**config.mk**
```make
export PLATFORM = sky130hd
export DESIGN_NAME = pc565_cell
export DESIGN_NICKNAME = d
export VERILOG_FILES = /design/src/rtl/pc565_pkg.sv /design/src/rtl/pc565_cell.sv
export SDC_FILE = /design/constraint.sdc
export NUM_CORES = 1
export LEC_CHECK = 0
export CORE_MARGIN = 1
export CORE_UTILIZATION = 55
export DETAILED_ROUTE_END_ITERATION = 6
export DONT_BUFFER_PORTS = 1
export PLACE_DENSITY = 0.7
export SYNTH_ARGS = -nofsm -noshare
export SYNTH_HDL_FRONTEND = slang
export SYNTH_SLANG_ARGS = --single-unit
```
**constraint.sdc**
```tcl
create_clock -name clk -period 1.77 [get_ports clk]
set_input_delay 0 -clock clk [delete_from_list [all_inputs] [get_ports clk]]
set_output_delay 0 -clock clk [all_outputs]
set_load 0.03 [all_outputs]
```
**src/rtl/pc565_pkg.sv**
```systemverilog
package pc565_pkg;

    localparam int unsigned SOURCE_COLORS_DEF = 256;
    localparam int unsigned PALETTE_DEPTH_DEF = 256;

    localparam int unsigned IDX_W   = 8;
    localparam int unsigned CHAN_W  = 8;
    localparam int unsigned COLOR_W = 16;
    localparam int unsigned COUNT_W = 9;

    typedef logic [IDX_W-1:0]   idx_t;
    typedef logic [CHAN_W-1:0]  chan_t;
    typedef logic [COLOR_W-1:0] color_t;
    typedef logic [COUNT_W-1:0] count_t;

    typedef struct packed {
        idx_t  pixel_index;
        chan_t red;
        chan_t green;
        chan_t blue;
        logic  image_start;
    } pixel_t;

    typedef struct packed {
        idx_t   out_index;
        logic   new_color;
        color_t color_rgb565;
        count_t color_count;
    } result_t;

    // search word travelling down the cell row
    typedef struct packed {
        logic   active;
        color_t color;
        logic   found;
        idx_t   hit_index;
        color_t last_color;
    } probe_t;

    typedef struct packed {
        logic   clear;
        logic   en;
        idx_t   addr;
        color_t color;
    } cell_wr_t;

    typedef struct packed {
        idx_t   target;
        color_t color;
    } map_entry_t;

    function automatic color_t pack565(chan_t r, chan_t g, chan_t b);
        return {r[7:3], g[7:2], b[7:3]};
    endfunction

endpackage

```
**src/rtl/pc565_cell.sv**
```systemverilog
module pc565_cell #(
    parameter int unsigned CELL_INDEX = 0
) (
    input  logic                clk,
    input  logic                rst_n,
    input  pc565_pkg::cell_wr_t wr,
    input  pc565_pkg::probe_t   probe_in,
    output pc565_pkg::probe_t   probe_out
);
    import pc565_pkg::*;

    logic   valid_reg;
    logic   valid_next;
    color_t entry_reg;
    color_t entry_next;
    probe_t probe_reg;
    probe_t probe_next;
    logic   sel;
    logic   hit;

    assign sel = wr.en && (wr.addr == IDX_W'(CELL_INDEX));

    // a clear arrives together with the probe at the first cell
    assign hit = probe_in.active && valid_reg && !wr.clear && !probe_in.found
                 && (entry_reg == probe_in.color);

    always_comb
    begin
        valid_next = valid_reg;
        if (wr.clear)
        begin
            valid_next = 1'b0;
        end
        else if (sel)
        begin
            valid_next = 1'b1;
        end
    end

    always_comb
    begin
        entry_next = entry_reg;
        if (sel)
        begin
            entry_next = wr.color;
        end
    end

    always_comb
    begin
        probe_next            = probe_in;
        probe_next.last_color = entry_reg;
        if (hit)
        begin
            probe_next.found     = 1'b1;
            probe_next.hit_index = IDX_W'(CELL_INDEX);
        end
    end

    always_ff @(posedge clk or negedge rst_n)
    begin
        if (!rst_n)
        begin
            valid_reg <= 1'b0;
            probe_reg <= '0;
        end
        else
        begin
            valid_reg <= valid_next;
            probe_reg <= probe_next;
        end
    end

    always_ff @(posedge clk)
    begin
        entry_reg <= entry_next;
    end

    assign probe_out = probe_reg;

endmodule
```
After elaboration in Yosys (flattened, before gate mapping)
Cells that the tools add are included.
{ "totals": {"ff_bits": 59, "latch_bits": 0, "mem_bits_rw": 0, "romBits": 0, "input_bits": 70, "output_inout_bits": 42, "elab_cells": 20, "n_memories": 0} }
{ "op_classes": {"n_addsub": 0, "mul": 0, "n_div": 0, "order_cmp": 0, "n_eq_ne": 1, "shifts": 0, "muxes": 3, "n_bitwise": 0, "reduce_logical": 9} }
{ "op_table": {"columns": ["cell", "n"], "rows": [
  ["16-bit equality test", 1],
  ["9-bit 2-to-1 mux", 1],
  ["8-bit zero test", 1],
  ["1-bit logical AND", 5],
  ["1-bit zero test", 2],
  ["1-bit 2-to-1 mux", 2],
  ["2-bit nonzero test", 1]
]} }

Longest topological paths before layout
{ "depth": {"depth_word": 5, "depth_mapped": 4} }

Least setup slack after synthesis
Ideal clock, no wire load.
{ "synth_timing": {"kind": "register to register", "startpoint": "register entry_reg[12]", "endpoint": "register probe_reg (netlist bit probe_out[16])", "setup_ns": 0.159, "arrival_ns": 1.187, "path_slack_ns": 0.424, "path_stages_with_launch": 5, "n_path_buf": 0, "cell_sequence": "edfxtp_1 xnor2_1 nand4_1 nor4_4 a21boi_0"} }
{ "synth_rtl": {"columns": ["item", "line_no", "text"], "rows": [
  ["start, declared", "pc565_cell.sv:14", "color_t entry_reg;"],
  ["start signal, assigned", "pc565_cell.sv:76", "entry_reg <= entry_next;"],
  ["end signal, assigned", "pc565_cell.sv:70", "probe_reg <= probe_next;"],
  ["end, declared", "pc565_cell.sv:16", "probe_t probe_reg;"]
]} }

==> flow_summary.toml <==
[critical_path]
critPathCapture = "probe_out[20]"
path_cells = "xnor2_1, nand4_1, nor4_4, a21boi_0"
ff2ff_setup_slack_ps = 180
worstSetupPathType = "reg -> reg"
crit_slowest_cell = "nor4_4"
crit_arrival_ps = 1810
crit_path_start = "entry_reg[15]"
r2r-start = "entry_reg[15]"
worstPathMaxFanout = 9
end_kind = "flop"
crit_required_ps = 1990
reg2reg_depth = 4
reg2reg_to = "probe_out[20]"
slowest_delay_ps = 470
start_kind = "flop"

[clock_network]
clkSlewWorstSetupHoldPaths_ps = 90
clockBufferDepth = 2
post_cts_buffers = 0
clkSinkCount = 59
holdBufCountCts = 45
cts_tree = "yes"
cts_resized = 0
insertion_delay_ps = 380
cts_buffers = 9
cts_max_level = 3
cts_root_buf = "clkbuf_4"

[final_layout]
area_delta_synth_final_pct = 35.43
finalNonFillerCells = 203
n_antenna_cell = 0
mostFrequentLayoutCell = "dlygate4sd3_1"
drive_gt1_share_pct = 12.58
final_cell_mix = "dlygate4sd3_1 (44), dfrtp_1 (43), edfxtp_1 (16), xnor2_1 (13), clkbuf_4 (9)"
largest_reg_flops = 42
final_util_pct = 80.12
fin_nets = 224
fillers = 186

[timing]
tns_ps = 0
fin_skew_ps = 17.91
worst_slew_pin_slew_ps = 434.3
finalHoldViolCount = 0
fin_crit_ps = 1591
fin_ws_ps = 178.9
fmax_ghz = 0.6285
rsz0062_at_grt = "no"
slew_headroom_pct = 70.83
finalMaxSlewViolations = 0
setup-violations-final = 0
min_period_over_period_pct = 89.89

[floorplan]
fp.dieH_um = 60.01
row_count = 20
core_area_um2 = 3128
die-area_um2 = 3601
ioPinCount = 112
floorplan.initialDensity_pct = 59.16
die_w_um = 60.01

[synthesis]
yosysSeqAreaShare_pct = 84.11
syn_area_um2 = 1851
ys_warn_count = 0
synth.top_cell.area_share_pct = 58.15
yosysTopAreaCell = "dfrtp_1"
synth_area_leaders = "dfrtp_1 (58%), edfxtp_1 (26%), xnor2_1 (6.2%)"
synthCells = 95
synth_nets = 165
ys_ff_latch = 59
syn_avg_cell_area_um2 = 19.48
ys_types = 13

[run]
drv_cap = 0

[global_route]
grt_pass1_wl_mm = 5.747
grt_usage_pct = 24.23
grt_remaining_overflow = 0
grt_max_degree = 44
grt_pass1_vias = 1211
antenna_found_initial = 0

[route]
avgRoutedWirePerCell_um = 18.08
drc_errors = 0
routed_wl_mm = 3.670
first_iter_violations = 45
via_count = 1026
via_per_inst = 5.054
ant_nets = 0
first_pass_iters = 3

[placed_design]
gp_congestion = 0.6461
portBuffers = 0
placedCellCount = 142
dpl_worst_slack_ps = 221.0
hpwl_mm = 2.013

[power_and_ir_drop]
p_leak_nw = 1.022
pwr_density_cell_nw_per_um2 = 977.6
ir_drop_mv = 0.7358
p_total_mw = 2.450

[hold_path]
hp-start = "probe_in[41]"
hp-class = "in -> reg"

[status]
status = "complete, no violations"
logic make-up (layout without fill, tap and decap cells):
family	after synthesis	count (layout)	synth area share (%)
AOI/OAI and AO/OA	10	10	4.192
xor gates and xnor gates	16	16	7.573
and+or+nand+nor	10	10	4.124
buffers and inverters	0	64	0
DFF	59	59	84.11
power by group:
| part | switching, mW | internal [mW] |
|---|---|---|
| Sequential | 0.0787 | 1.43 |
| Combinational | 0.0477 | 0.0897 |
| Clock | 0.445 | 0.361 |
worst min path at each step:
| stage | endpoint | slack, ps | cells after the start |
|---|---|---|---|
| 2_1_floorplan | probe_out[0] | -300 | 0 |
| 3_3_place_gp | probe_out[3] | -290 | 0 |
| 3_5_place_dp | probe_out[3] | -290 | 0 |
| 4_1_cts | probe_out[24] | 20 | 3 |
| 5_1_grt | probe_out[22] | 20 | 3 |
| 6_report | probe_out[21] | 30 | 3 |
critical path: cells and delay by family, from the launching register on:
kind | cells | cell delay [ps]
simple gates | 2 | 650
compound gates | 1 | 190
xor+xnor | 1 | 200
flops | 1 | 410
cell type report:
class                           count  area [µm²]  share of cell area, %
Sequential cell                    59        1556                  62.11
Multi-Input combinational cell     36       294.0                  11.73
Tap cell                           44       55.05                  2.197
Clock inverter                      3       15.01                 0.5991
Clock buffer                       13       102.6                  4.094
Timing Repair Buffer               48       483.0                  19.27
synthesized netlist by cell type:
master and n:
o21ba_2 1, nor4_4 1, nor4_1 1, and4b_1 1, nand4_1 4, nor2_1 1, xor2_1 3, a21o_1 1
xnor2_1 13, dfrtp_1 43, a21boi_0 8, nor3_1 2, edfxtp_1 16
through the flow:
step	area (µm²)	hold slack, ps
final	2506	27.47
after global placement	1928	-294.8
after global routing	2506	24.86
after detailed placement	1928	-294.8
after floorplan	1851	-295.6
after CTS	2506	20.86
routing by layer:
layer,vias to the layer above,wire length [µm],track usage (%)
li1,455,-,-
met1,491,1308,26.48
met2,71,2005,39.68
met3,9,288,12.55
met4,0,67,9.967
met5,-,0,0
Power figures use the tool's default switching activity.
